## config.mk

```make
export PLATFORM = sky130hd
export DESIGN_NAME = scwd_front
export DESIGN_NICKNAME = d
export VERILOG_FILES = /design/src/rtl/core/scwd_pkg.sv /design/src/rtl/core/scwd_front.sv
export SDC_FILE = /design/constraint.sdc
export NUM_CORES = 1
export LEC_CHECK = 0
export BUFFER_PORTS_ARGS = -buffer_cell sky130_fd_sc_hd__buf_2
export CAP_MARGIN = 20
export CORE_UTILIZATION = 59
export DETAILED_ROUTE_END_ITERATION = 16
export GPL_TIMING_DRIVEN = 0
export PLACE_DENSITY = 0.84
export SLEW_MARGIN = 20
export SYNTH_ARGS = -nofsm -noshare
export SYNTH_HDL_FRONTEND = slang
export SYNTH_SLANG_ARGS = --single-unit
```

## constraint.sdc

```tcl
create_clock -name clk -period 13.1 [get_ports clk]
set_clock_uncertainty 0.05 [all_clocks]
set_input_delay 0.655 -clock clk [delete_from_list [all_inputs] [get_ports clk]]
set_output_delay 0.655 -clock clk [all_outputs]
set_load 0.005 [all_outputs]
```

## src/rtl/core/scwd_pkg.sv

```systemverilog
// ----------------------------------------------------------------------------
// scwd_pkg
// Shared types and constants for the scan cluster width detector.
// ----------------------------------------------------------------------------
package scwd_pkg;

	localparam int MAX_POINTS     = 1024;
	localparam int IDX_W          = $clog2(MAX_POINTS);
	localparam int TRIG_FRAC_BITS = 15;
	localparam int CORDIC_ITERS   = (TRIG_FRAC_BITS < 24) ? TRIG_FRAC_BITS : 24;
	localparam int IT_W           = $clog2(CORDIC_ITERS + 1);
	localparam int CW             = TRIG_FRAC_BITS + 3;
	localparam int ZW             = 24;
	localparam int QD             = 2;
	localparam int QP_W           = $clog2(QD);

	localparam logic [2:0] REG_ANGLE_START = 3'd0;
	localparam logic [2:0] REG_ANGLE_STEP  = 3'd1;
	localparam logic [2:0] REG_JOIN_DIST   = 3'd2;
	localparam logic [2:0] REG_WIDTH_MIN   = 3'd3;
	localparam logic [2:0] REG_WIDTH_MAX   = 3'd4;

	localparam logic [63:0] CORDIC_K_Q30 = 64'd652032874;

	// item as classified by the front end
	typedef struct packed {
		logic [15:0]      range_mm;
		logic             last;
		logic             first;
		logic [1:0]       quad;
		logic [13:0]      frac;
	} item_t;

	function automatic logic signed [ZW:0] atan_val(input logic [4:0] i);
		case (i)
			5'd0:    atan_val = 25'sd2097152;
			5'd1:    atan_val = 25'sd1238021;
			5'd2:    atan_val = 25'sd654136;
			5'd3:    atan_val = 25'sd332050;
			5'd4:    atan_val = 25'sd166669;
			5'd5:    atan_val = 25'sd83416;
			5'd6:    atan_val = 25'sd41718;
			5'd7:    atan_val = 25'sd20860;
			5'd8:    atan_val = 25'sd10430;
			5'd9:    atan_val = 25'sd5215;
			5'd10:   atan_val = 25'sd2608;
			5'd11:   atan_val = 25'sd1304;
			5'd12:   atan_val = 25'sd652;
			5'd13:   atan_val = 25'sd326;
			5'd14:   atan_val = 25'sd163;
			5'd15:   atan_val = 25'sd81;
			5'd16:   atan_val = 25'sd41;
			5'd17:   atan_val = 25'sd20;
			5'd18:   atan_val = 25'sd10;
			5'd19:   atan_val = 25'sd5;
			5'd20:   atan_val = 25'sd3;
			5'd21:   atan_val = 25'sd1;
			5'd22:   atan_val = 25'sd1;
			default: atan_val = 25'sd0;
		endcase
	endfunction

endpackage

```

## src/rtl/core/scwd_front.sv

```systemverilog
// ----------------------------------------------------------------------------
// scwd_front
// Accepts samples, tracks the sample index and works out the quadrant angle.
// ----------------------------------------------------------------------------
module scwd_front import scwd_pkg::*; (
	input  logic              clk,
	input  logic              arst_n,
	input  logic              in_valid,
	output logic              in_ready,
	input  logic [15:0]       range_mm,
	input  logic              last_in_scan,
	input  logic [15:0]       angle_start,
	input  logic [15:0]       angle_step,
	output logic              q_push,
	output item_t             q_item,
	input  logic              q_full
);
	logic [IDX_W-1:0] count_q;
	logic [IDX_W+15:0] prod;
	logic [15:0]       ang;

	assign in_ready = !q_full;
	assign q_push   = in_valid && in_ready;
	assign prod     = count_q * angle_step;
	assign ang      = angle_start + prod[15:0];

	always_comb begin
		q_item.range_mm = range_mm;
		q_item.last     = last_in_scan;
		q_item.first    = (count_q == '0);
		q_item.quad     = ang[15:14];
		q_item.frac     = ang[13:0];
	end

	always_ff @(posedge clk or negedge arst_n) begin
		if (!arst_n) begin
			count_q <= '0;
		end else if (q_push) begin
			if (last_in_scan)
				count_q <= '0;
			else if (count_q != IDX_W'(MAX_POINTS - 1))
				count_q <= count_q + 1'b1;
		end
	end
endmodule

```

==> flow_results.xml <==
<?xml version="1.0" encoding="UTF-8"?>
<metrics>
  <group name="place">
    <metric name="detailed_place_hpwl" unit="um">8230</metric>
    <metric name="placed_cells_incl_taps" unit="">699</metric>
    <metric name="io_buffer_count" unit="">64</metric>
    <metric name="gpl.final_weighted_congestion" unit="">0.928</metric>
    <metric name="dpl_cell_area" unit="um^2">4880</metric>
  </group>
  <group name="cts">
    <metric name="clockRootBuffer" unit="">sky130_fd_sc_hd__clkbuf_8</metric>
    <metric name="cts.hold.buffers_added" unit="">0</metric>
    <metric name="postCtsResizedCells" unit="">0</metric>
    <metric name="cts_tree" unit="">done</metric>
    <metric name="worst_skew_pair_latency" unit="ps">250</metric>
    <metric name="numCtsBuffers" unit="">3</metric>
    <metric name="clock_sinks" unit="">10</metric>
    <metric name="clkTransAtPathRegs" unit="ps">50</metric>
    <metric name="cts_post_setup_buffers_inserted" unit="">0</metric>
    <metric name="clock_tree.buffer_depth" unit="">2</metric>
    <metric name="clock_tree.htree_level_count" unit="">1</metric>
  </group>
  <group name="layout">
    <metric name="final_util" unit="">0.680</metric>
    <metric name="multi_input_area" unit="um^2">3480</metric>
    <metric name="layout.cells.non_filler" unit="">703</metric>
    <metric name="layout_top_registers" unit="">count_q x10</metric>
    <metric name="final_cell_mix" unit="">126 x sky130_fd_sc_hd__inv_1, 84 x sky130_fd_sc_hd__fa_1, 80 x sky130_fd_sc_hd__nand2_1</metric>
    <metric name="drive_gt1_frac" unit="">0.167</metric>
    <metric name="fin_nets" unit="">778</metric>
    <metric name="max_flop_register" unit="">count_q</metric>
    <metric name="mostFrequentLayoutCell" unit="">sky130_fd_sc_hd__inv_1</metric>
    <metric name="filler_cell_count" unit="">613</metric>
    <metric name="layout.cell_area.non_filler" unit="um^2">4930</metric>
    <metric name="num_antenna_cells" unit="">0</metric>
    <metric name="areaGrowthSynthToFinish" unit="%">11.3</metric>
    <metric name="largest_register_ffs" unit="">10</metric>
    <metric name="register_area" unit="um^2">250</metric>
  </group>
  <group name="die">
    <metric name="die_y" unit="um">88.7</metric>
    <metric name="die_width" unit="um">88.7</metric>
    <metric name="rows" unit="">31</metric>
    <metric name="floorplan.core_area" unit="um^2">7250</metric>
    <metric name="ios" unit="">89</metric>
    <metric name="start_util" unit="">0.612</metric>
    <metric name="die-area" unit="um^2">7870</metric>
  </group>
  <group name="timing">
    <metric name="timing.final.crit_period" unit="ps">6610</metric>
    <metric name="grt_setup_unrepaired" unit="">false</metric>
    <metric name="timing_worst_slew_pin_value" unit="ps">543</metric>
    <metric name="maxSlewViolCount" unit="">0</metric>
    <metric name="max_slew_headroom" unit="">0.638</metric>
    <metric name="ratio_of_final_minimum_period_to_clock_period" unit="">0.504</metric>
    <metric name="finalHoldViolations" unit="">0</metric>
    <metric name="final.setup.tns" unit="ps">0</metric>
    <metric name="max_freq" unit="GHz">0.151</metric>
    <metric name="fin_hold_ws" unit="ps">214</metric>
    <metric name="setup_violating_endpoint_count_in_the_final_report" unit="">0</metric>
  </group>
  <group name="pwr">
    <metric name="worst_ir_drop_vdd" unit="uV">43.7</metric>
    <metric name="leakage_power" unit="uW">0.00256</metric>
    <metric name="cellPowerDensity" unit="nW/um^2">64.6</metric>
  </group>
  <group name="outcome">
    <metric name="outcome" unit="">complete, no violations</metric>
  </group>
  <group name="setup_path">
    <metric name="required" unit="ps">12400</metric>
    <metric name="path_max_fanout" unit="">10</metric>
    <metric name="crit_path_start_kind" unit="">flip-flop</metric>
    <metric name="timing.setup.critical_path_class" unit="">reg2out</metric>
    <metric name="critPathCaptureType" unit="">output pin</metric>
    <metric name="worst-endpoint-arrival" unit="ps">5900</metric>
  </group>
  <group name="drt">
    <metric name="num_vias" unit="">3611</metric>
    <metric name="remaining_drc_errors" unit="">0</metric>
    <metric name="route.detailed.vias_per_inst" unit="">5.14</metric>
    <metric name="detail-route-antenna-nets" unit="">0</metric>
    <metric name="routedWlPerCell" unit="um">13.9</metric>
    <metric name="first_pass_iters" unit="">4</metric>
    <metric name="detailedRoute.firstIterationViolations" unit="">213</metric>
    <metric name="aggregate_routed_wire_length" unit="um">9760</metric>
  </group>
  <group name="global_routing">
    <metric name="initial_antenna_violation_count" unit="">0</metric>
    <metric name="pin_count_of_the_biggest_net_entering_global_routing" unit="">11</metric>
    <metric name="grt_pass1_vias" unit="">3585</metric>
    <metric name="grt_remaining_overflow" unit="">0</metric>
    <metric name="grt_total_usage" unit="">0.271</metric>
    <metric name="grt_pass1_wl" unit="um">16300</metric>
  </group>
  <group name="synth">
    <metric name="syn-instance-count" unit="">536</metric>
    <metric name="mappedNetlistArea" unit="um^2">4440</metric>
    <metric name="ys_ff_latch" unit="">10</metric>
    <metric name="synth-seq-area-share" unit="">0.0564</metric>
    <metric name="post_synth.cell_area_avg" unit="um^2">8.28</metric>
    <metric name="synthesis.nets" unit="">709</metric>
    <metric name="netlist-cell-type-count" unit="">42</metric>
    <metric name="yosysWarnings" unit="">0</metric>
  </group>
  <group name="hold_path">
    <metric name="worst_hold_path_type" unit="">in2async</metric>
  </group>
  <group name="run">
    <metric name="cap_viol_max_count" unit="">0</metric>
  </group>
</metrics>
## metal layers
metal  vias up  wire length, um  track usage
li1       1712                -            -
met1      1768             4020        0.348
met2       121             5130        0.500
met3        10              504       0.0187
met4         0              111       0.0645
met5         -                0            0
## cell families after synthesis
logic type                 Yosys count  synth area share
xor gates and xnor gates            29            0.0573
adders and majority gates          120             0.481
DFF                                 10            0.0564
AOI/OAI and AO/OA                   47            0.0697
buffers and inverters              168             0.160
and+or+nand+nor                    162             0.176
## worst paths after layout
path,start,to,slack (ps),depth (start not counted)
setup / recovery,count_q[1],q_item[14],6490,21
hold / removal,arst_n,count_q[7],210,1
setup reg to reg,count_q[0],count_q[5],10990,9
hold reg to reg,count_q[2],count_q[2],560,2
max in group asynchronous,arst_n,count_q[3],12580,1
min in group clk,count_q[2],count_q[2],560,2
## stage by stage
step	power, uW	worst slack [ps]
final	319	6490
after CTS	321	6470
after detailed placement	280	6680
after floorplan	204	7340
after global placement	268	6750
after global routing	357	6190
## critical path, cell delays in order (launching register included)
cell	delay [ps]
sky130_fd_sc_hd__dfrtp_1	340
sky130_fd_sc_hd__buf_2	220
sky130_fd_sc_hd__clkbuf_1	430
sky130_fd_sc_hd__nand2_1	150
sky130_fd_sc_hd__fa_1	550
sky130_fd_sc_hd__inv_1	50
sky130_fd_sc_hd__fa_1	500
sky130_fd_sc_hd__inv_1	50
sky130_fd_sc_hd__fa_1	530
sky130_fd_sc_hd__inv_1	50
sky130_fd_sc_hd__fa_1	520
sky130_fd_sc_hd__inv_1	60
sky130_fd_sc_hd__fa_1	520
sky130_fd_sc_hd__inv_1	40
sky130_fd_sc_hd__ha_1	220
sky130_fd_sc_hd__a21o_1	180
sky130_fd_sc_hd__a21oi_1	320
sky130_fd_sc_hd__o21ai_0	130
sky130_fd_sc_hd__a41o_1	270
sky130_fd_sc_hd__o41ai_2	240
sky130_fd_sc_hd__xnor2_1	150
sky130_fd_sc_hd__buf_2	120
## power breakdown
part / total [uW] / leakage [uW] / internal [uW] / switching (uW)
logic: 245 / 0.00239 / 111 / 133
registers: 33.4 / 0.000138 / 32.3 / 1.04
clock network: 40.7 / 0.0000288 / 26.6 / 14.1
total: 319 / 0.00256 / 170 / 148
## synthesized netlist by cell type (all sizes together)
cell type / n / area (um^2)
a32o: 1 / 10.0
and2: 42 / 263
a211oi: 2 / 20.0
buf: 24 / 168
nand2: 80 / 300
a311o: 1 / 11.3
nor3: 3 / 26.3
nand3: 7 / 35.0
nand4: 2 / 12.5
dfrtp: 10 / 250
or4: 1 / 7.51
o31ai: 1 / 7.51
a21o: 2 / 16.3
o21ai: 17 / 92.6
nand3b: 1 / 7.51
a31o: 1 / 8.76
inv: 126 / 473
nor4: 2 / 12.5
xnor2: 26 / 228
xor2: 3 / 26.3
o21a: 4 / 30.0
o41ai: 1 / 16.3
nor2: 17 / 63.8
a41oi: 1 / 8.76
fa: 84 / 1680
nor2b: 1 / 6.26
a31oi: 2 / 12.5
nand2b: 1 / 6.26
a21oi: 13 / 65.1
ha: 36 / 450
a41o: 1 / 10.0
clkbuf: 18 / 67.6
and3: 5 / 41.3
## final cells by class
type | instances | area share
Timing Repair Buffer | 64 | 0.0649
Tap cell | 99 | 0.0251
Sequential cell | 10 | 0.0507
Inverter | 126 | 0.0958
Buffer | 42 | 0.0477
Clock buffer | 4 | 0.0112
Multi-Input combinational cell | 358 | 0.705
(Power assumes the default switching activity.)
