## src/rtl/core/scwd_pkg.sv

```systemverilog
// ----------------------------------------------------------------------------
// scwd_pkg
// Shared types and constants for the scan cluster width detector.
// ----------------------------------------------------------------------------
package scwd_pkg;

	localparam int MAX_POINTS     = 1024;
	localparam int IDX_W          = $clog2(MAX_POINTS);
	localparam int TRIG_FRAC_BITS = 15;
	localparam int CORDIC_ITERS   = (TRIG_FRAC_BITS < 24) ? TRIG_FRAC_BITS : 24;
	localparam int IT_W           = $clog2(CORDIC_ITERS + 1);
	localparam int CW             = TRIG_FRAC_BITS + 3;
	localparam int ZW             = 24;
	localparam int QD             = 2;
	localparam int QP_W           = $clog2(QD);

	localparam logic [2:0] REG_ANGLE_START = 3'd0;
	localparam logic [2:0] REG_ANGLE_STEP  = 3'd1;
	localparam logic [2:0] REG_JOIN_DIST   = 3'd2;
	localparam logic [2:0] REG_WIDTH_MIN   = 3'd3;
	localparam logic [2:0] REG_WIDTH_MAX   = 3'd4;

	localparam logic [63:0] CORDIC_K_Q30 = 64'd652032874;

	// item as classified by the front end
	typedef struct packed {
		logic [15:0]      range_mm;
		logic             last;
		logic             first;
		logic [1:0]       quad;
		logic [13:0]      frac;
	} item_t;

	function automatic logic signed [ZW:0] atan_val(input logic [4:0] i);
		case (i)
			5'd0:    atan_val = 25'sd2097152;
			5'd1:    atan_val = 25'sd1238021;
			5'd2:    atan_val = 25'sd654136;
			5'd3:    atan_val = 25'sd332050;
			5'd4:    atan_val = 25'sd166669;
			5'd5:    atan_val = 25'sd83416;
			5'd6:    atan_val = 25'sd41718;
			5'd7:    atan_val = 25'sd20860;
			5'd8:    atan_val = 25'sd10430;
			5'd9:    atan_val = 25'sd5215;
			5'd10:   atan_val = 25'sd2608;
			5'd11:   atan_val = 25'sd1304;
			5'd12:   atan_val = 25'sd652;
			5'd13:   atan_val = 25'sd326;
			5'd14:   atan_val = 25'sd163;
			5'd15:   atan_val = 25'sd81;
			5'd16:   atan_val = 25'sd41;
			5'd17:   atan_val = 25'sd20;
			5'd18:   atan_val = 25'sd10;
			5'd19:   atan_val = 25'sd5;
			5'd20:   atan_val = 25'sd3;
			5'd21:   atan_val = 25'sd1;
			5'd22:   atan_val = 25'sd1;
			default: atan_val = 25'sd0;
		endcase
	endfunction

endpackage

```

## src/rtl/core/scwd_queue.sv

```systemverilog
// ----------------------------------------------------------------------------
// scwd_queue
// Short queue between the front end and the cluster engine.
// ----------------------------------------------------------------------------
module scwd_queue import scwd_pkg::*; (
	input  logic  clk,
	input  logic  arst_n,
	input  logic  push,
	input  item_t push_item,
	output logic  full,
	input  logic  pop,
	output item_t pop_item,
	output logic  not_empty
);
	item_t         mem_q [QD];
	logic [QP_W-1:0] wr_q, rd_q;
	logic [QP_W:0]   cnt_q;

	assign full      = (cnt_q == (QP_W+1)'(QD));
	assign not_empty = (cnt_q != '0);
	assign pop_item  = mem_q[rd_q];

	always_ff @(posedge clk) begin
		if (push)
			mem_q[wr_q] <= push_item;
	end

	always_ff @(posedge clk or negedge arst_n) begin
		if (!arst_n) begin
			wr_q  <= '0;
			rd_q  <= '0;
			cnt_q <= '0;
		end else begin
			if (push)
				wr_q <= (wr_q == QP_W'(QD - 1)) ? '0 : wr_q + 1'b1;
			if (pop)
				rd_q <= (rd_q == QP_W'(QD - 1)) ? '0 : rd_q + 1'b1;
			cnt_q <= cnt_q + (QP_W+1)'(push) - (QP_W+1)'(pop);
		end
	end
endmodule

```

## config.mk

```make
export PLATFORM = sky130hd
export DESIGN_NAME = scwd_queue
export DESIGN_NICKNAME = d
export VERILOG_FILES = /design/src/rtl/core/scwd_pkg.sv /design/src/rtl/core/scwd_queue.sv
export SDC_FILE = /design/constraint.sdc
export NUM_CORES = 1
export LEC_CHECK = 0
export ABC_AREA = 1
export ABC_CLOCK_PERIOD_IN_PS = 3700
export BUFFER_PORTS_ARGS = -buffer_cell sky130_fd_sc_hd__buf_2
export CORE_MARGIN = 4
export CORE_UTILIZATION = 40
export CTS_CLUSTER_SIZE = 14
export DETAILED_ROUTE_END_ITERATION = 8
export SKIP_CTS_REPAIR_TIMING = 1
export SLEW_MARGIN = 10
export SYNTH_ARGS = -nofsm -noshare
export SYNTH_HDL_FRONTEND = slang
export SYNTH_SLANG_ARGS = --single-unit
```

## constraint.sdc

```tcl
create_clock -name clk -period 3.7 [get_ports clk]
set_input_delay 0.185 -clock clk [delete_from_list [all_inputs] [get_ports clk]]
set_output_delay 0.185 -clock clk [all_outputs]
set_load 0.05 [all_outputs]
```

==> metrics.md, run 1 <==
| Metric | Value |
|---|---|
| Status | complete, no violations |
| Most frequent cell after synthesis | edfxtp_1 |
| Critical R2R Capture | mem_q[1][13]$_DFFE_PP_ |
| Core ar. | 6760 um^2 |
| Clock period minus worst slack | 2.21 ns |
| Worst Skew | 0.00668 ns |
| Switch Pwr | 1.42 mW |
| Final period utilization | 0.596 |
| Port bufs | 73 |
| Area grow syn2layout | 23.5% |
| Crit path max fanout | 69 |
| Synth top cells by count | edfxtp_1, inv_1, nand2_1, o21ai_0, o21ai_2 |
| Worst Hold Class | in -> reg |
| Hold_sp | push_item[2] |
| CTS root buf | clkbuf_8 |
| Hold Path Depth | 1 |
| Area contributors post-synth | edfxtp_1, inv_1, nand2_1 |
| Critical Path Start Type | flop |
| Total design power | 3.21 mW |
| Seq/Total Area, Yosys | 0.773 |
| Syn Inst Count | 203 |
| Yosys warnings | 0 |
| Clk sink count | 72 |
| Longest Clk Path Bufs | 2 |
| Max-slew violation total from the final report | 0 |
| DIE AREA | 8330 um^2 |
| Worst skew pair latency | 0.33 ns |
| I/O pin cnt | 74 |
| Logic pwr share | 0.393 |
| Share of cells above drive strength 1 | 0.336 |
| GR Overflow Total | 0 |
| Ys flop type | edfxtp_1 |
| Flop2flop setup slack | 1.92 ns |
| Fin Setup TNS | 0 ns |
| Drt total wl | 4670 um |
| Critical path class | reg -> out |
| Slowest CP cell | dfrtp_2 |
| R2R depth | 3 |
| LEAKAGE | 1.50 nW |
| Synthesized area | 2770 um^2 |
| Final GP Congestion | 0.678 |
| Pwr dens | 939 nW/um^2 |
| CP cell instances | nand2_1 -> o21ai_0 -> buf_2 |
| R2R Path Start | wr_q$_DFFE_PN0P_ |
| Required @ worst endpoint | 3.51 ns |
| Slowest Stage Delay on Critical Path | 1.11 ns |
| All-Layer GR Usage | 0.121 |
| Ys async rst share | 0.0556 |
| CP endpoint kind | output pin |
| Vias/cell | 4.42 |
| DIE WIDTH | 91.3 um |
| Avg WL per Cell | 12.8 um |
| Net Count, Synth | 243 |
| Rows | 30 |
| MaxCap Viol Count | 0 |
| Post-DP HPWL | 2960 um |
| First-pass GRT wire length | 7630 um |
| Nets | 321 |
| Cell taking the most area after synthesis | edfxtp_1 |
| First-pass detailed-route iteration total | 6 |
| Crit path DAT | 2.02 ns |
| Initial antenna violation count | 1 |
| Hold EP | mem_q[0][2]$_DFFE_PP_ |
| Net Sw Frac | 0.443 |
| Routed Antenna Nets | 0 |
| Clock Power Share | 0.223 |
| DRC | 0 |
| Num CTS Buffers | 9 |
| RSZ-0062 raised after global routing | false |
| Yosys cell types | 15 |
| Clk slew on worst S/H paths | 0.08 ns |
| Mapped Avg Cell Area | 13.7 um^2 |
| Final setup fails | 0 |
| EDFF count, synth | 68 |
| #FFs+latches synth | 72 |
| Worst vdd ir | 0.525 mV |
| Largest net degree at the start of global routing | 70 |
| Yosys top cell area share | 0.736 |
| Int Pwr | 1.79 mW |
| 1st-iter DRT viols | 38 |
| Final Hold Fails | 0 |
| H-tree depth | 3 |
| Max Clk Rate | 453 MHz |
| Vias | 1619 |
| Vias in the first global route | 1575 |
| CTS tree | done |
| Initial Util | 0.410 |
| Ant diodes | 0 |
| Worst-Margin Slew | 1.12 ns |
| Worst slew margin | 0.255 |
| Sequential power share | 0.384 |
| Die outline height | 91.3 um |
==> power by group through the flow <==
stage               Sequential, mW  Combinational, mW  Clock [mW]
floorplan                     1.14               1.14           0
global placement              1.25               1.27           0
detailed placement            1.26               1.28           0
CTS                           1.24               1.28       0.736
global route                  1.26               1.36       0.772
finish                        1.23               1.26       0.717
==> worst max-delay path: cells and delay by family (launching register included) <==
| family | cells | cell delay, ns |
|---|---|---|
| AOI/OAI and AO/OA | 1 | 0.14 |
| DFF | 1 | 1.11 |
| buffers and inverters | 1 | 0.31 |
| and+or+nand+nor | 1 | 0.10 |
==> per-stage QoR <==
| stage | setup slack, ns | std cells | utilization | area [um^2] | hold WS, ns |
|---|---|---|---|---|---|
| global route | 1.24 | 366 | 0.507 | 3420 | 0.0156 |
| detailed placement | 1.83 | 349 | 0.471 | 3180 | -0.00327 |
| floorplan | 1.43 | 203 | - | 2770 | -0.111 |
| CTS | 1.46 | 365 | 0.505 | 3410 | -0.371 |
| global placement | 1.84 | 349 | 0.471 | 3180 | -0.00341 |
| finish | 1.49 | 366 | 0.507 | 3420 | 0.0339 |
==> cell families (layout without fill, tap and decap cells) <==
family,count (synthesis),after routing,share of synthesized area
buffers and inverters,49,132,0.0826
adders and majority gates,2,2,0.00902
AOI/OAI and AO/OA,34,34,0.0695
DFF,72,72,0.773
xor gates and xnor gates,2,2,0.00632
and+or+nand+nor,44,44,0.0600
==> final cells by class <==
type | instances | area, um^2
fillers | 611 | 3330
flip-flops and latches | 72 | 2140
multi-input cells | 82 | 409
repair buffers | 75 | 383
inverters | 41 | 154
clock buffers | 9 | 124
clock inverters | 7 | 110
well taps | 80 | 100
==> worst max path at each step <==
stage	from	to	slack (ns)	depth (start not counted)
after floorplan	wr_q$_DFFE_PN0P_	mem_q[0][0]$_DFFE_PP_	1.43	1
after global placement	rd_q$_DFFE_PN0P_	pop_item[31]	1.84	2
after detailed placement	rd_q$_DFFE_PN0P_	pop_item[31]	1.83	2
after CTS	rd_q$_DFFE_PN0P_	pop_item[31]	1.46	2
after global routing	rd_q$_DFFE_PN0P_	pop_item[10]	1.24	3
final	rd_q$_DFFE_PN0P_	pop_item[8]	1.49	3
==> registers in the layout, summed over array words and instances (netlist names) <==
register	cells
cnt_q	2
mem_q	68
rd_q	1
wr_q	1
==> layout by cell type (no fill, tap or decap) <==
master	n
dfrtp_2	1
clkinv_2	1
o21ai_2	6
nor2_4	1
clkinv_1	2
ha_1	2
dlygate4sd3_1	1
clkbuf_8	9
nand2_1	41
inv_1	41
bufinv_16	3
clkinvlp_4	1
edfxtp_1	68
nor2_1	1
xor2_1	2
dfrtp_1	3
nand3_1	1
o21ai_0	23
buf_2	73
o21ai_1	5
buf_4	1
==> metal layers <==
| metal | vias to the layer above | wire length, um | GRT usage |
|---|---|---|---|
| met5 | - | 7 | 0 |
| met4 | 2 | 108 | 0.0666 |
| met3 | 12 | 295 | 0.0456 |
| met2 | 51 | 2250 | 0.188 |
| met1 | 723 | 2010 | 0.144 |
| li1 | 831 | - | - |
Power figures use the tool's default switching activity.
==> run 2: changes to the inputs <==
--- a/config.mk
+++ b/config.mk
@@ -6,12 +6,13 @@
 export NUM_CORES = 1
 export LEC_CHECK = 0
 export ABC_AREA = 1
-export ABC_CLOCK_PERIOD_IN_PS = 3700
+export ABC_CLOCK_PERIOD_IN_PS = 1800
 export BUFFER_PORTS_ARGS = -buffer_cell sky130_fd_sc_hd__buf_2
 export CORE_MARGIN = 4
 export CORE_UTILIZATION = 40
 export CTS_CLUSTER_SIZE = 14
 export DETAILED_ROUTE_END_ITERATION = 8
+export PLACE_DENSITY = 0.66
 export SKIP_CTS_REPAIR_TIMING = 1
 export SLEW_MARGIN = 10
 export SYNTH_ARGS = -nofsm -noshare
==> constraint.sdc (replaced) <==
create_clock -name clk -period 1.8 [get_ports clk]
set_input_delay 0.09 -clock clk [delete_from_list [all_inputs] [get_ports clk]]
set_output_delay 0.09 -clock clk [all_outputs]
set_load 0.05 [all_outputs]
==> run 2 against run 1 <==
- design area grew 9.6%
- first-iteration DRC count up 18%
- non-clock buffer count is 41 higher
- sequential share of layout area down 5.5 points
==> metrics.md, run 2 (synthesis gave the netlist of run 1 again) <==
| Metric | Value |
|---|---|
| Status | complete, no violations |
| CP endpoint kind | output pin |
| Slowest CP cell | dfrtp_2 |
| Sequential Area | 2140 um^2 (unchanged) |
| RSZ-0062 raised after global routing | false |
| Longest Clk Path Bufs | 2 (unchanged) |
| First-pass detailed-route iteration total | 4 (-2) |
| Dpl cell area | 3220 um^2 (+1.2%) |
| Place WS | 0.568 ns (-1.27 ns) |
| R2R depth | 3 (unchanged) |
| Final GP Congestion | 0.641 (-5.4%) |
| Worst vdd ir | 0.818 mV (+56%) |
| Worst Skew | 0.00519 ns (-0.00149 ns) |
| Max reg flops | 68 (unchanged) |
| Core ar. | 6760 um^2 (unchanged) |
| Required @ worst endpoint | 1.71 ns (-1.80 ns) |
| CTS tree | done |
| Commonest non-fill, non-tap cell in the layout | buf_2 |
| I/O pin cnt | 74 (unchanged) |
| Clk sink count | 72 (unchanged) |
| Share of cells above drive strength 1 | 0.299 (-0.0363) |
| Nets | 362 (+13%) |
| Top reg by flops | mem_q |
| Drt total wl | 4740 um (+1.5%) |
| Worst slew margin | 0.782 (+0.528) |
| Post-route design area | 3750 um^2 (+9.6%) |
| Num CTS Buffers | 9 (unchanged) |
| Regs by FF count | mem_q (68), cnt_q (2) |
| Post-DP HPWL | 3200 um (+8.1%) |
| H-tree depth | 3 (unchanged) |
| Area grow syn2layout | 35.3% |
| Rows | 30 (unchanged) |
| Final Hold Fails | 0 (unchanged) |
| Largest net degree at the start of global routing | 39 (-44%) |
| Net Sw Frac | 0.451 (+0.00814) |
| Die outline height | 91.3 um (unchanged) |
| 1st-iter DRT viols | 45 (+18%) |
| GR Overflow Total | 0 (unchanged) |
| Final Util | 0.555 (+0.0487) |
| Worst Hold Class | in -> async |
| Fin worst setup slack | 0.235 ns (-1.26 ns) |
| Max Clk Rate | 639 MHz |
| DIE WIDTH | 91.3 um (unchanged) |
| Critical path class | reg -> out |
| Commonest non-fill, non-tap cells in the layout | buf_2, edfxtp_1, inv_1, nand2_1, dlygate4sd3_1 |
| CP cell instances | buf_4 -> o21ai_0 -> buf_2 |
| Total design power | 6.34 mW (+97%) |
| Worst-Margin Slew | 0.326 ns (-0.792 ns) |
| Filler cell count | 570 (-6.7%) |
| Switch Pwr | 2.86 mW (+100%) |
| Crit path max fanout | 38 (-45%) |
| Vias in the first global route | 1525 (-3.2%) |
| Area of the multi-input gates | 409 um^2 (unchanged) |
| First-pass GRT wire length | 7090 um (-7.1%) |
| Clock period minus worst slack | 1.57 ns |
| CTS root buf | clkbuf_8 |
| Final period utilization | 0.870 |
| Slowest Stage Delay on Critical Path | 0.40 ns (-0.71 ns) |
| Routed Antenna Nets | 0 (unchanged) |
| Sequential power share | 0.366 (-0.018) |
| Crit path DAT | 1.48 ns (-0.54 ns) |
| Initial Util | 0.410 (unchanged) |
| Vias | 1732 (+7.0%) |
| Clk slew on worst S/H paths | 0.06 ns (-0.02 ns) |
| Max-slew violation total from the final report | 0 (unchanged) |
| Initial antenna violation count | 0 (-1) |
| MaxCap Viol Count | 0 (unchanged) |
| Worst skew pair latency | 0.32 ns (about the same) |
| Critical Path Start Type | flop |
| LEAKAGE | 1.64 nW (+9.6%) |
| DRC | 0 (unchanged) |
| DIE AREA | 8330 um^2 (unchanged) |
| Port bufs | 73 (unchanged) |
| Ant diodes | 0 (unchanged) |
| Vias/cell | 4.29 (-3.1%) |
| Logic pwr share | 0.459 (+0.066) |
| Avg WL per Cell | 11.7 um (-8.1%) |
| All-Layer GR Usage | 0.112 (-0.00864) |
| Final setup fails | 0 (unchanged) |
| Int Pwr | 3.48 mW (+94%) |
| Clock Power Share | 0.175 (-0.048) |
| Pwr dens | 1690 nW/um^2 (+80%) |
-- run 2: area by class of cell --
| type | count | area share |
|---|---|---|
| flip-flops and latches | 72 | 0.571 |
| repair buffers | 116 | 0.208 |
| multi-input cells | 82 | 0.109 |
| inverters | 41 | 0.0410 |
| clock buffers | 11 | 0.0350 |
| well taps | 80 | 0.0267 |
| clock inverters | 2 | 0.00900 |
-- run 2: power groups by stage --
stage	clock network, mW	registers, mW	logic [mW]
after detailed placement	0	2.36	2.89
final	1.11	2.32	2.91
after floorplan	0	2.34	2.35
after global routing	1.24	2.35	3.12
after global placement	0	2.35	2.86
after CTS	1.16	2.32	2.90
-- run 2: path summary, 6_finish.rpt --
check | from | end | slack (ns)
max reg2reg | wr_q$_DFFE_PN0P_ | mem_q[1][3]$_DFFE_PP_ | 0.62
min reg2reg | wr_q$_DFFE_PN0P_ | wr_q$_DFFE_PN0P_ | 0.54
min | arst_n | cnt_q[1]$_DFF_PN0_ | 0.11
min in group clk | push_item[33] | mem_q[1][33]$_DFFE_PP_ | 0.48
max | rd_q$_DFFE_PN0P_ | pop_item[33] | 0.23
max in group asynchronous | arst_n | rd_q$_DFFE_PN0P_ | 1.56
-- run 2: per-stage QoR --
stage                     TNS (ns)  std cells  hold slack, ns
after floorplan             -0.236        203          -0.206
after global placement           0        354         -0.0963
after detailed placement         0        354         -0.0928
after CTS                        0        367          -0.447
after global routing             0        404           0.108
final                            0        404           0.109
-- run 2: per-layer routing --
layer,track usage,part of all wire
met5,0,0
met4,0.0565,0.019
met3,0.0381,0.055
met2,0.189,0.51
met1,0.127,0.41
-- run 2: worst max-delay path: cells and delay by family, from the launching register on --
family                 cells  cell delay, ns
buffers and inverters      2            0.54
DFF                        1            0.40
AOI/OAI and AO/OA          1            0.23
==> run 3: changes to the inputs <==
--- a/config.mk
+++ b/config.mk
@@ -8,11 +8,13 @@
 export ABC_AREA = 1
 export ABC_CLOCK_PERIOD_IN_PS = 1800
 export BUFFER_PORTS_ARGS = -buffer_cell sky130_fd_sc_hd__buf_2
+export CELL_PAD_IN_SITES_DETAIL_PLACEMENT = 1
+export CELL_PAD_IN_SITES_GLOBAL_PLACEMENT = 1
 export CORE_MARGIN = 4
-export CORE_UTILIZATION = 40
+export CORE_UTILIZATION = 37
 export CTS_CLUSTER_SIZE = 14
 export DETAILED_ROUTE_END_ITERATION = 8
-export PLACE_DENSITY = 0.66
+export PLACE_DENSITY_LB_ADDON = 0.1
 export SKIP_CTS_REPAIR_TIMING = 1
 export SLEW_MARGIN = 10
 export SYNTH_ARGS = -nofsm -noshare
==> run 3 against run 2 <==
- worst setup slack lost 0.10 ns
- die area grew 7.4%
- sequential share of layout area shrank 0.47 points
- non-clock buffer count grew 1
- clock skew shrank 0.00078 ns
- via count grew 5.7%
- design area grew 0.83%
- largest power group unchanged
- highest routed layer unchanged
- clock-buffer cell count shrank 1
- first-iteration DRC count grew 89%
- global-route usage grew 1.8 points
- wire length grew 21%
==> metrics.md, run 3 (synthesis gave the netlist of run 1 again) <==
| Metric | Value |
|---|---|
| Status | complete, no violations |
| Clock Power Share | 0.160 (-0.015) |
| Area grow syn2layout | 36.5% |
| Worst Skew | 0.00441 ns (-0.000777 ns) |
| Share of cells above drive strength 1 | 0.306 (+0.00643) |
| Commonest non-fill, non-tap cell in the layout | buf_2 |
| MaxCap Viol Count | 0 (unchanged) |
| Core ar. | 7250 um^2 (+7.4%) |
| CTS tree | done |
| Nets | 363 (+0.28%) |
| Fin Setup TNS | 0 ns (unchanged) |
| Post-DP HPWL | 3810 um (+19%) |
| First-pass detailed-route iteration total | 4 (unchanged) |
| Filler cell count | 794 (+39%) |
| Pwr dens | 1680 nW/um^2 (-0.68%) |
| Max reg flops | 68 (unchanged) |
| DIE AREA | 8940 um^2 (+7.4%) |
| Dpl cell area | 3260 um^2 (+1.4%) |
| All-Layer GR Usage | 0.130 (+0.0175) |
| Rows | 31 (+3.3%) |
| Final setup fails | 0 (unchanged) |
| Critical Path Start Type | flop |
| First-pass GRT wire length | 8580 um (+21%) |
| Final GP Congestion | 0.701 (+9.3%) |
| Routed Antenna Nets | 0 (unchanged) |
| Max Clk Rate | 600 MHz (-6.1%) |
| Post-Place Cells | 374 (+5.6%) |
| 1st-iter DRT viols | 85 (+89%) |
| Longest Clk Path Bufs | 2 (unchanged) |
| Crit path DAT | 1.58 ns (+0.10 ns) |
| Vias in the first global route | 1785 (+17%) |
| Vias/cell | 4.30 (+0.26%) |
| Max-slew violation total from the final report | 0 (unchanged) |
| Finished Layout Cells | 426 (+5.4%) |
| Clk sink count | 72 (unchanged) |
| Crit path max fanout | 14 (-63%) |
| I/O pin cnt | 74 (unchanged) |
| Net Sw Frac | 0.466 (+0.0151) |
| Largest net degree at the start of global routing | 33 (-15%) |
| CTS root buf | clkbuf_8 |
| Slowest Stage Delay on Critical Path | 0.51 ns (+0.11 ns) |
| Logic pwr share | 0.467 (+0.008) |
| Sequential power share | 0.374 (+0.008) |
| CP endpoint kind | output pin |
| GR Overflow Total | 0 (unchanged) |
| Switch Pwr | 2.96 mW (+3.5%) |
| Initial Util | 0.382 (-0.0281) |
| Worst-Margin Slew | 0.259 ns (-0.0675 ns) |
| LEAKAGE | 1.64 nW (+0.22%) |
| Die outline height | 94.6 um (+3.6%) |
| Num CTS Buffers | 9 (unchanged) |
| Port bufs | 73 (unchanged) |
| DRC | 0 (unchanged) |
| Commonest non-fill, non-tap cells in the layout | buf_2, edfxtp_1, inv_1, nand2_1, dlygate4sd3_1 |
| Clk slew on worst S/H paths | 0.07 ns (about the same) |
| Avg WL per Cell | 13.4 um (+15%) |
| Ant diodes | 0 (unchanged) |
| CP cell instances | buf_4 -> o21ai_0 -> buf_2 |
| Drt total wl | 5730 um (+21%) |
| Clock period minus worst slack | 1.67 ns (+0.102 ns) |
| Regs by FF count | mem_q (68), cnt_q (2) |
| Final period utilization | 0.926 (+0.0565) |
| Int Pwr | 3.39 mW (-2.6%) |
| Worst hold slack | 0.0984 ns (-0.0106 ns) |
| Required @ worst endpoint | 1.71 ns (about the same) |
| Final Hold Fails | 0 (unchanged) |
| Critical path class | reg -> out |
| Vias | 1831 (+5.7%) |
| H-tree depth | 3 (unchanged) |
| Top reg by flops | mem_q |
| Slowest CP cell | dfrtp_2 |
| Initial antenna violation count | 0 (unchanged) |
| RSZ-0062 raised after global routing | false |
| Worst skew pair latency | 0.33 ns (about the same) |
| Worst Hold Class | in -> async |
| DIE WIDTH | 94.6 um (+3.6%) |
| Worst vdd ir | 0.819 mV (about the same) |
| Post-route design area | 3780 um^2 (+0.83%) |
| Worst slew margin | 0.826 (+0.0432) |
## run 3: power by group through the flow
stage	sequential [mW]	clock [mW]	combinational (mW)
5_1_grt	2.41	1.15	3.18
2_1_floorplan	2.34	0	2.35
6_report	2.37	1.01	2.96
3_3_place_gp	2.40	0	2.92
3_5_place_dp	2.42	0	2.94
4_1_cts	2.38	1.06	2.95
## run 3: worst paths after layout
path | to | startpoint | cells past startpoint | slack (ns)
worst max-delay path | pop_item[5] | rd_q$_DFFE_PN0P_ | 3 | 0.13
worst min-delay path | rd_q$_DFFE_PN0P_ | arst_n | 2 | 0.1
worst max register to register | mem_q[0][3]$_DFFE_PP_ | wr_q$_DFFE_PN0P_ | 2 | 0.63
worst min register to register | wr_q$_DFFE_PN0P_ | wr_q$_DFFE_PN0P_ | 1 | 0.55
max in group asynchronous | rd_q$_DFFE_PN0P_ | arst_n | 2 | 1.56
min in group clk | mem_q[0][25]$_DFFE_PP_ | push_item[25] | 2 | 0.48
## run 3: per-stage QoR
step                      utilization  total power [mW]  worst slack, ns
after floorplan                     -              4.69          -0.0236
after global placement          0.450              5.31            0.504
after detailed placement        0.450              5.36            0.494
after CTS                       0.471              6.39           0.0780
after global routing            0.522              6.74           0.0176
final                           0.522              6.35            0.133
## run 3: area by class of cell
cell class,count,area [um^2],share of cell area
Sequential cell,72,2140,0.566
Clock buffer,10,128,0.0337
Timing Repair Buffer,117,801,0.212
Multi-Input combinational cell,82,409,0.108
Inverter,41,154,0.0407
Clock inverter,5,25.0,0.00661
Tap cell,99,124,0.0327
## run 3: critical path, delay by kind of cell, from the launching register on
family / cells / cell delay, ns
buffers and inverters: 2 / 0.52
flip-flops: 1 / 0.51
AO/OA/AOI/OAI: 1 / 0.21
## run 3: per-layer routing
layer,vias up,wire length (um),GRT usage
li1,908,-,-
met1,861,2440,0.160
met2,52,2950,0.210
met3,10,232,0.0335
met4,0,112,0.0685
met5,-,0,0
